**src/rtl/itocr_pkg.sv**
```systemverilog
// Package: shared constants, curve tables, root table and divider handshake types.
package itocr_pkg;

  // Phases that time; the transaction always carries three
  localparam int PHASES    = 3;
  localparam int NUM_CH    = 3;
  localparam int TIME_BITS = 32;
  localparam logic [TIME_BITS-1:0] TMAX = '1;

  // Configuration port
  localparam int CFG_IDX_W  = 3;
  localparam int CFG_DATA_W = 20;
  localparam logic [CFG_IDX_W-1:0] REG_TIME_DIAL = 3'd0;
  localparam logic [CFG_IDX_W-1:0] REG_PICKUP    = 3'd1;
  localparam logic [CFG_IDX_W-1:0] REG_TICK      = 3'd2;
  localparam logic [CFG_IDX_W-1:0] REG_STANDARD  = 3'd3;
  localparam logic [CFG_IDX_W-1:0] REG_CURVE     = 3'd4;

  localparam logic [15:0] TIME_DIAL_RST = 16'd256;
  localparam logic [15:0] PICKUP_RST    = 16'd1000;
  localparam logic [19:0] TICK_RST      = 20'd1000;
  localparam logic [2:0]  CURVE_RST     = 3'd1;

  // Fixed-point widths
  localparam logic [31:0] ONE30 = 32'h4000_0000;
  localparam int LOG_W  = 35;
  localparam int NUM_W  = 56;
  localparam int DEN_W  = 64;
  localparam int V_W    = 57;
  localparam int W_W    = 30;
  localparam int Y_W    = 88;
  localparam int DIV_CNT_W = $clog2(NUM_W);
  localparam logic [31:0] US_SCALE = 32'd15625;
  localparam int Q16_SHIFT = 18;

  // Exponent kinds
  localparam logic [1:0] PK_SQUARE = 2'd0;
  localparam logic [1:0] PK_ONE    = 2'd1;
  localparam logic [1:0] PK_P02    = 2'd2;
  localparam logic [1:0] PK_P04    = 2'd3;
  localparam logic [26:0] K_P02 = 27'd42949673;
  localparam logic [26:0] K_P04 = 27'd85899346;

  typedef logic [31:0] root_tab_t [0:29];

  typedef struct packed {
    logic             start;
    logic [NUM_W-1:0] num;
    logic [DEN_W-1:0] den;
  } div_req_t;

  typedef struct packed {
    logic             done;
    logic [NUM_W-1:0] quo;
  } div_rsp_t;

  // Integer square root, evaluated at elaboration only
  function automatic logic [63:0] isqrt64(input logic [63:0] v_in);
    logic [63:0] v;
    logic [63:0] res;
    logic [63:0] b;
    v   = v_in;
    res = '0;
    for (int i = 0; i < 32; i++) begin
      b = 64'd1 << (62 - 2 * i);
      if (v >= res + b) begin
        v   = v - (res + b);
        res = (res >> 1) + b;
      end else begin
        res = res >> 1;
      end
    end
    return res;
  endfunction

  // Roots 2^(2^-i), i = 1..30, in Q.30
  function automatic root_tab_t build_roots();
    root_tab_t   tab;
    logic [63:0] r;
    r = 64'd1 << 31;
    for (int i = 0; i < 30; i++) begin
      r      = isqrt64(r << 30);
      tab[i] = r[31:0];
    end
    return tab;
  endfunction

  localparam root_tab_t ROOT_TAB = build_roots();

  function automatic logic curve_known(input logic [2:0] sel);
    return (sel >= 3'd1) && (sel <= 3'd5);
  endfunction

  function automatic logic [22:0] c16_of(input logic std, input logic [2:0] sel);
    logic [22:0] c;
    case ({std, sel})
      4'b0001: c = 23'd3375;
      4'b0010: c = 23'd1285161;
      4'b0011: c = 23'd1848115;
      4'b0100: c = 23'd389939;
      4'b0101: c = 23'd1569;
      4'b1001: c = 23'd9175;
      4'b1010: c = 23'd884736;
      4'b1011: c = 23'd5242880;
      4'b1100: c = 23'd7864320;
      4'b1101: c = 23'd3277;
      default: c = '0;
    endcase
    return c;
  endfunction

  function automatic logic [14:0] b16_of(input logic std, input logic [2:0] sel);
    logic [14:0] b;
    case ({std, sel})
      4'b0001: b = 15'd7471;
      4'b0010: b = 15'd32178;
      4'b0011: b = 15'd7976;
      4'b0100: b = 15'd11796;
      4'b0101: b = 15'd1110;
      default: b = '0;
    endcase
    return b;
  endfunction

  function automatic logic [1:0] pk_of(input logic std, input logic [2:0] sel);
    logic [1:0] k;
    case ({std, sel})
      4'b0001: k = PK_P02;
      4'b0101: k = PK_P02;
      4'b1001: k = PK_P02;
      4'b1010: k = PK_ONE;
      4'b1100: k = PK_ONE;
      4'b1101: k = PK_P04;
      default: k = PK_SQUARE;
    endcase
    return k;
  endfunction

endpackage

```
**src/rtl/itocr_div.sv**
```systemverilog
// Restoring divider: one quotient bit per cycle.
module itocr_div (
  input  logic               clk,
  input  logic               rst_n,
  input  itocr_pkg::div_req_t req,
  output itocr_pkg::div_rsp_t rsp
);
  import itocr_pkg::*;

  logic                 run_r, run_nxt;
  logic                 done_r, done_nxt;
  logic [DIV_CNT_W-1:0] cnt_r, cnt_nxt;
  logic [DEN_W-1:0]     rem_r, rem_nxt;
  logic [DEN_W-1:0]     den_r, den_nxt;
  logic [NUM_W-1:0]     quo_r, quo_nxt;
  logic [DEN_W:0]       trial;
  logic                 ge;

  // Shift in the next numerator bit and try the subtract
  assign trial = {rem_r, quo_r[NUM_W-1]};
  assign ge    = trial >= {1'b0, den_r};

  always_comb begin
    run_nxt  = run_r;
    done_nxt = 1'b0;
    cnt_nxt  = cnt_r;
    rem_nxt  = rem_r;
    den_nxt  = den_r;
    quo_nxt  = quo_r;
    if (req.start) begin
      run_nxt = 1'b1;
      cnt_nxt = '0;
      rem_nxt = '0;
      den_nxt = req.den;
      quo_nxt = req.num;
    end else if (run_r) begin
      rem_nxt = ge ? DEN_W'(trial - {1'b0, den_r}) : trial[DEN_W-1:0];
      quo_nxt = {quo_r[NUM_W-2:0], ge};
      cnt_nxt = cnt_r + 1'b1;
      if (cnt_r == DIV_CNT_W'(NUM_W - 1)) begin
        run_nxt  = 1'b0;
        done_nxt = 1'b1;
      end
    end
  end

  always_ff @(posedge clk) begin
    if (!rst_n) begin
      run_r  <= 1'b0;
      done_r <= 1'b0;
    end else begin
      run_r  <= run_nxt;
      done_r <= done_nxt;
    end
  end

  always_ff @(posedge clk) begin
    cnt_r <= cnt_nxt;
    rem_r <= rem_nxt;
    den_r <= den_nxt;
    quo_r <= quo_nxt;
  end

  assign rsp.done = done_r;
  assign rsp.quo  = quo_r;

endmodule

```
**config.mk**
```make
export PLATFORM = sky130hd
export DESIGN_NAME = itocr_div
export DESIGN_NICKNAME = d
export VERILOG_FILES = /design/src/rtl/itocr_pkg.sv /design/src/rtl/itocr_div.sv
export SDC_FILE = /design/constraint.sdc
export NUM_CORES = 1
export LEC_CHECK = 0
export BUFFER_PORTS_ARGS = -buffer_cell sky130_fd_sc_hd__buf_2
export CAP_MARGIN = 20
export CORE_ASPECT_RATIO = 1.75
export CORE_MARGIN = 3
export CORE_UTILIZATION = 30
export CTS_CLUSTER_DIAMETER = 150
export DETAILED_ROUTE_END_ITERATION = 8
export GPL_TIMING_DRIVEN = 0
export PLACE_DENSITY_LB_ADDON = 0.25
export SLEW_MARGIN = 30
export SYNTH_ARGS = -nofsm -noshare
export SYNTH_HDL_FRONTEND = slang
export SYNTH_SLANG_ARGS = --single-unit
```
**constraint.sdc**
```tcl
create_clock -name clk -period 3.27 [get_ports clk]
set_input_delay 0.654 -clock clk [delete_from_list [all_inputs] [get_ports clk]]
set_output_delay 0.654 -clock clk [all_outputs]
set_load 0.05 [all_outputs]
```
==> flow_summary.ini, run 1 <==
[outcome]
status = finished, violations left
violations = negative setup slack

[sta]
slew_viol_final = 0
finClkSkew_ns = 0.0191
fmax_ghz = 0.291
grt_setup_unrepaired = yes
setup-violations-final = 49
worst_slack_ns = -0.172
fin_crit_ns = 3.44
report.final.hold_viol_count = 0
relSlewSlack = 0.340
finalCritPeriodShare = 1.05
worst_pin_slew_ns = 0.990
setup_tns_ns = -2.57

[logic_synthesis]
async_flop_share = 0
syn-cell-area_um2 = 11300
synth_cells = 1180
synth-edff-count = 120
synthFlopType = edfxtp_1
avgSynthCellArea_um2 = 9.59
synth_seq_area_share = 0.446
ys_ff_latch = 192
ys_warn_count = 0
ys_types = 66
synth_fp_nets = 1369

[placed_design]
place_area_um2 = 12900
hpwl_mm = 26.5
place.gp.congestion = 0.949
place_inst = 1836
portBuffers = 179

[cts]
cts_tree = built
cts.sinks = 192
ctsHoldBuffers = 0
numCtsBuffers = 17
cts.clk_slew.worst_paths_ns = 0.08
clock_latency_ns = 0.46
cts_max_level = 4
ctsLongestPathBuffers = 2
cts-root-buf = clkbuf_16

[critical_path]
rrSetupSlack_ns = -0.17
ff2ff_path_depth = 15
worstSetupStartpoint = den_r[24]
worst_setup_path_end_kind = register
r2r-start = den_r[24]
cp-start-kind = register
worstSetupPathType = register to register
setup.worst_path.end = rem_r[62]
required_ns = 3.61
worstPathMaxFanout = 6
arrival_ns = 3.78
reg2reg_to = rem_r[62]

[power]
pwr-share-comb = 0.300
power.switching_w = 0.00252
clkPwrFrac = 0.291
pwr-share-seq = 0.410
p_total_w = 0.00715
power.leakage_nw = 6.44
ir_worst_vdd_uv = 375
p_per_area_nw_per_um2 = 451
p_int_w = 0.00463
switching_share = 0.352

[cells_and_area]
layout_common_cells = buf_2, edfxtp_1, nor2_1
drive_gt1_frac = 0.411
layout.cells.non_filler = 1932
layout_commonest_cell = buf_2
nNetsFinal = 1634
fin_area_um2 = 15900
utilization = 0.429
diodes = 0
syn2layout_area_growth_pct = 40.3

[grt]
grtUsageMet3 = 0.0349
grt_antenna_before_repair = 0
grt_usage = 0.175
grt_max_degree = 36
grt_overflow_total = 0
grt_pass1_vias = 10600
met1_usage = 0.177
top_usage_layer = met2
grt_pass1_wl_mm = 56.0
met2_usage = 0.330

[detailed_routing]
vias = 10100
viasPerCell = 5.25
wl_per_cell_um = 19.3
wirelength_mm = 37.3
first_iter_violations = 500
drc = 0
ant_nets = 0
firstDrtPassIters = 5

[floorplan]
fp.dieW_um = 153
fp.dieH_um = 263
start_util = 0.306
core-area_um2 = 37000
rows = 93
num_io_pins = 180
die-area_um2 = 40200

[run]
maxCapViolations = 0

[hold_path]
hp-class = primary input to register
-- registers in the layout, summed over array words and instances (netlist names) --
| name | cells |
|---|---|
| cnt_r | 6 |
| den_r | 64 |
| done_r | 1 |
| quo_r | 56 |
| rem_r | 64 |
| run_r | 1 |
-- area by class of cell --
| cell class | instances | area (µm²) |
|---|---|---|
| fill | 3593 | 21100 |
| multi-input combinational | 858 | 7240 |
| sequential | 192 | 5050 |
| timing repair buffer | 260 | 1800 |
| tap | 475 | 594 |
| clock buffer | 17 | 425 |
| inverter | 77 | 308 |
| buffer | 38 | 303 |
| clock inverter | 14 | 134 |
| timing repair inverter | 1 | 11.3 |
-- synth_stat cells (4+ instances only) --
cell type,n,share of area
a211oi_1,12,0.0080
a21o_1,27,0.018
a21oi_1,75,0.033
a311oi_1,42,0.033
a31oi_1,11,0.0061
and3_1,8,0.0044
and4_1,4,0.0031
buf_2,5,0.0022
buf_6,5,0.0050
clkbuf_1,40,0.013
dfxtp_1,72,0.13
edfxtp_1,120,0.32
ha_1,65,0.072
inv_1,76,0.025
mux2_2,56,0.056
mux2i_1,13,0.012
nand2_1,160,0.053
nand2b_1,12,0.0066
nand3_1,15,0.0066
nand4_1,13,0.0072
nor2_1,107,0.036
nor2b_1,16,0.0088
nor3_1,14,0.0062
o211ai_1,8,0.0053
o21a_1,9,0.0060
o21ai_0,53,0.023
o21bai_1,11,0.0073
o31ai_1,5,0.0033
or3_1,5,0.0028
xnor2_1,32,0.025
xor2_1,29,0.022
-- how the worst min path moves through the flow --
stage,from,cells after the start,to
final,req[18],1,den_r[18]
after global routing,req[14],1,den_r[14]
after CTS,req[62],1,den_r[62]
after detailed placement,rem_r[62],2,rem_r[62]
after global placement,rem_r[59],2,rem_r[59]
after floorplan,rem_r[62],2,rem_r[62]
-- power groups by stage --
stage | clock (W) | sequential (W) | combinational (W)
6_report | 0.00208 | 0.00293 | 0.00214
5_1_grt | 0.00224 | 0.00296 | 0.00231
4_1_cts | 0.00215 | 0.00292 | 0.00189
3_5_place_dp | 0 | 0.00296 | 0.00168
3_3_place_gp | 0 | 0.00296 | 0.00166
2_1_floorplan | 0 | 0.00319 | 0.000958
-- through the flow --
stage	worst slack (ns)	hold WS, ns
floorplan	0.0210	0.445
global placement	-1.95	0.468
detailed placement	-1.08	0.475
CTS	-0.263	0.340
global route	-0.263	0.345
finish	-0.172	0.363
-- repair_timing --
action	4_1_cts	5_1_grt
buffers inserted	60	15
setup endpoints to repair	65	65
cloned	3	7
resized for setup	161	233
pin swaps	67	78
-- worst max-delay path, cell delays in order (launching register included) --
cell,delay (ns)
edfxtp_1,0.35
inv_2,0.05
ha_4,0.29
nand4_1,0.15
or3_4,0.44
or4_4,0.45
a211oi_4,0.23
buf_6,0.16
buf_6,0.10
o21ai_4,0.06
a211oi_4,0.34
a311o_1,0.26
a21oi_2,0.08
xnor2_1,0.13
mux2i_1,0.16
o21ai_1,0.08
-- metal layers --
layer	share of wire	routed length, µm	vias up
li1	-	-	4820
met2	0.54	20000	329
met4	0.058	2150	0
met1	0.36	13600	4887
met5	0	0	-
met3	0.042	1560	113
-- cell families after synthesis --
group / after synthesis / synth area share
buffers and inverters: 130 / 0.0473
muxes: 69 / 0.0672
xor gates and xnor gates: 61 / 0.0472
AOI/OAI and AO/OA: 290 / 0.173
and+or+nand+nor: 372 / 0.146
adders and majority gates: 66 / 0.0737
DFF: 192 / 0.446
Power figures use the tool's default switching activity.
==> run 2, diff against run 1 <==
--- a/config.mk
+++ b/config.mk
@@ -5,6 +5,7 @@
 export SDC_FILE = /design/constraint.sdc
 export NUM_CORES = 1
 export LEC_CHECK = 0
+export ABC_AREA = 1
 export BUFFER_PORTS_ARGS = -buffer_cell sky130_fd_sc_hd__buf_2
 export CAP_MARGIN = 20
 export CORE_ASPECT_RATIO = 1.75
==> run 2 against run 1 <==
  * Clock power barely moved
  * Via count rose by 33%
  * The flow now finishes without violations
  * Cell area rose by 2.5%
  * Synthesized cell count rose by 81%
  * Largest power group unchanged
  * Area after synthesis rose by 24%
  * Critical path depth did not move
  * Cell count rose by 52%
  * Global-route usage rose by 2.5 points
  * Die area rose by 23%
  * First-iteration DRC count rose by 26%
  * Non-clock buffer count fell by 69
==> flow_summary.ini, run 2 <==
[outcome]
status = complete, no violations

[logic_synthesis]
syn-cell-area_um2 = 14000
synth_cells = 2139
synthTopCellsByCount = nand2_1, inv_1, nand3_1, edfxtp_1, nor2_1
synth_top_area_share = 0.257
ys_types = 41
avgSynthCellArea_um2 = 6.56
yosys-top-cells-area = edfxtp_1, nand2_1, inv_1, dfxtp_1, ha_1
synth_fp_nets = 2328
synth-edff-count = 120
yosysMostFrequentCell = nand2_1
ys_warn_count = 0
ys_ff_latch = 192
synth_seq_area_share = 0.360
synth.largest_area_cell = edfxtp_1
async_flop_share = 0
synthFlopType = edfxtp_1

[detailed_routing]
wl_per_cell_um = 16.8
first_iter_violations = 630
firstDrtPassIters = 5
vias = 13500
ant_nets = 0
drc = 0
viasPerCell = 4.61
wirelength_mm = 49.2

[sta]
grt_setup_unrepaired = no
finClkSkew_ns = 0.0118
hold_ws_ns = 0.358
setup-violations-final = 0
slew_viol_final = 0
worst_pin_slew_ns = 0.875
finalCritPeriodShare = 0.941
relSlewSlack = 0.416
report.final.hold_viol_count = 0
fmax_ghz = 0.325
fin_crit_ns = 3.08

[floorplan]
core-area_um2 = 46100
num_io_pins = 180
start_util = 0.304
die-area_um2 = 49500
fp.dieW_um = 169
fp.dieH_um = 292
rows = 104

[critical_path]
worstSetupPathType = register to register
max_stage_delay_ns = 0.45
required_ns = 3.63
path_cells = inv_1 > ha_1 > fa_1 > nor2_1 > nand2_1 > nand3_1 > nand2_1 > nand2_1 > nand2_1 > nand2_1 > nand2_1 > nand4_1 > nand3_1 > nand2_1 > nand2_1
arrival_ns = 3.44
cp-start-kind = register
slowest_stage = edfxtp_1
cp_common_cell = nand2_1
worst_setup_path_end_kind = register
worstPathMaxFanout = 4
rrSetupSlack_ns = 0.19

[cells_and_area]
layout.cells.non_filler = 2935
nFillCells = 5186
syn2layout_area_growth_pct = 15.9
utilization = 0.353
layout_common_cells = nand2_1, inv_1, buf_2
reg.largest.list = den_r: 64 flops, rem_r: 64 flops, quo_r: 56 flops
diodes = 0
seq_area_um2 = 5040
layout_commonest_cell = nand2_1
multi_input_area_um2 = 7020
drive_gt1_frac = 0.125
nNetsFinal = 2528

[placed_design]
portBuffers = 179
place_inst = 2903
hpwl_mm = 41.4
place.gp.congestion = 0.993

[cts]
ctsLongestPathBuffers = 2
cts-resized-gates = 0
numCtsBuffers = 17
cts.clk_slew.worst_paths_ns = 0.08
cts_tree = built
cts_max_level = 4
postCtsSetupRepairBufs = 0
cts-root-buf = clkbuf_16
ctsHoldBuffers = 0
clock_latency_ns = 0.47
cts.sinks = 192

[grt]
grt_pass1_wl_mm = 75.4
grt_usage = 0.200
grt_overflow_total = 0
grt_antenna_before_repair = 0
grt_pass1_vias = 13900
grt_max_degree = 50

[power]
power.leakage_nw = 8.87
ir_worst_vdd_uv = 330
p_per_area_nw_per_um2 = 360

[run]
maxCapViolations = 0

[hold_path]
hp-class = primary input to register
[run 2: changes by cell type in the layout (fill, tap and decap cells not counted), sizes merged, moves of 16 or more]
cell    delta
inv      +345
nand2    +736
a311oi    -42
a21oi     -20
xor2      -27
nor2      +20
a21o      -26
nand3b    +35
mux2      -56
buf       -53
nor2b     -16
nand3    +141
[run 2: worst paths after layout]
check / end / depth (start not counted) / startpoint
max: rem_r[50] / 15 / quo_r[55]
min: den_r[43] / 1 / req[43]
max reg2reg: rem_r[50] / 15 / quo_r[55]
min reg2reg: cnt_r[5] / 2 / cnt_r[5]
[run 2: power breakdown]
| part | switching [W] | leakage (nW) | total, W | internal (W) |
|---|---|---|---|---|
| registers | 0.0000627 | 1.78 | 0.00280 | 0.00274 |
| logic | 0.000722 | 6.83 | 0.00100 | 0.000279 |
| clock network | 0.00100 | 0.250 | 0.00206 | 0.00105 |
| total | 0.00179 | 8.87 | 0.00586 | 0.00407 |
[run 2: worst max-delay path: cells and delay by family (launching register included)]
kind,cells,cell delay [ns]
buf+inv,1,0.10
fa+ha+maj,2,0.66
simple gates,12,1.74
flops,1,0.45
[run 2: per-stage QoR]
step	area (µm²)	setup TNS [ns]	worst slack [ns]	power, W
final	16300	0	0.192	0.00586
after global routing	16300	0	0.0548	0.00613
after CTS	16300	0	0.204	0.00594
after detailed placement	15700	-14.19	-0.299	0.00386
after global placement	15700	-130.64	-1.54	0.00385
after floorplan	14000	0	0.775	0.00351
[run 2: cell families (layout without fill, tap and decap cells)]
group | count (synthesis) | count (layout) | synth area share
simple gates | 1254 | 1254 | 0.378
fa+ha+maj | 66 | 66 | 0.0594
flops | 192 | 192 | 0.360
xor+xnor | 31 | 31 | 0.0194
buf+inv | 483 | 696 | 0.140
compound gates | 113 | 113 | 0.0436
[run 2: area by class of cell]
cell class	count	area share
Clock buffer	20	0.0269
Multi-Input combinational cell	1464	0.432
Inverter	435	0.100
Tap cell	583	0.0449
Buffer	48	0.0202
Sequential cell	192	0.310
Clock inverter	12	0.00693
Timing Repair Buffer	181	0.0586
[run 2: per-layer routing]
| metal | part of all wire | GRT usage | vias to the layer above |
|---|---|---|---|
| li1 | - | - | 6946 |
| met1 | 0.34 | 0.187 | 6056 |
| met2 | 0.53 | 0.380 | 394 |
| met3 | 0.041 | 0.0337 | 131 |
| met4 | 0.083 | 0.153 | 0 |
| met5 | 0 | 0 | - |
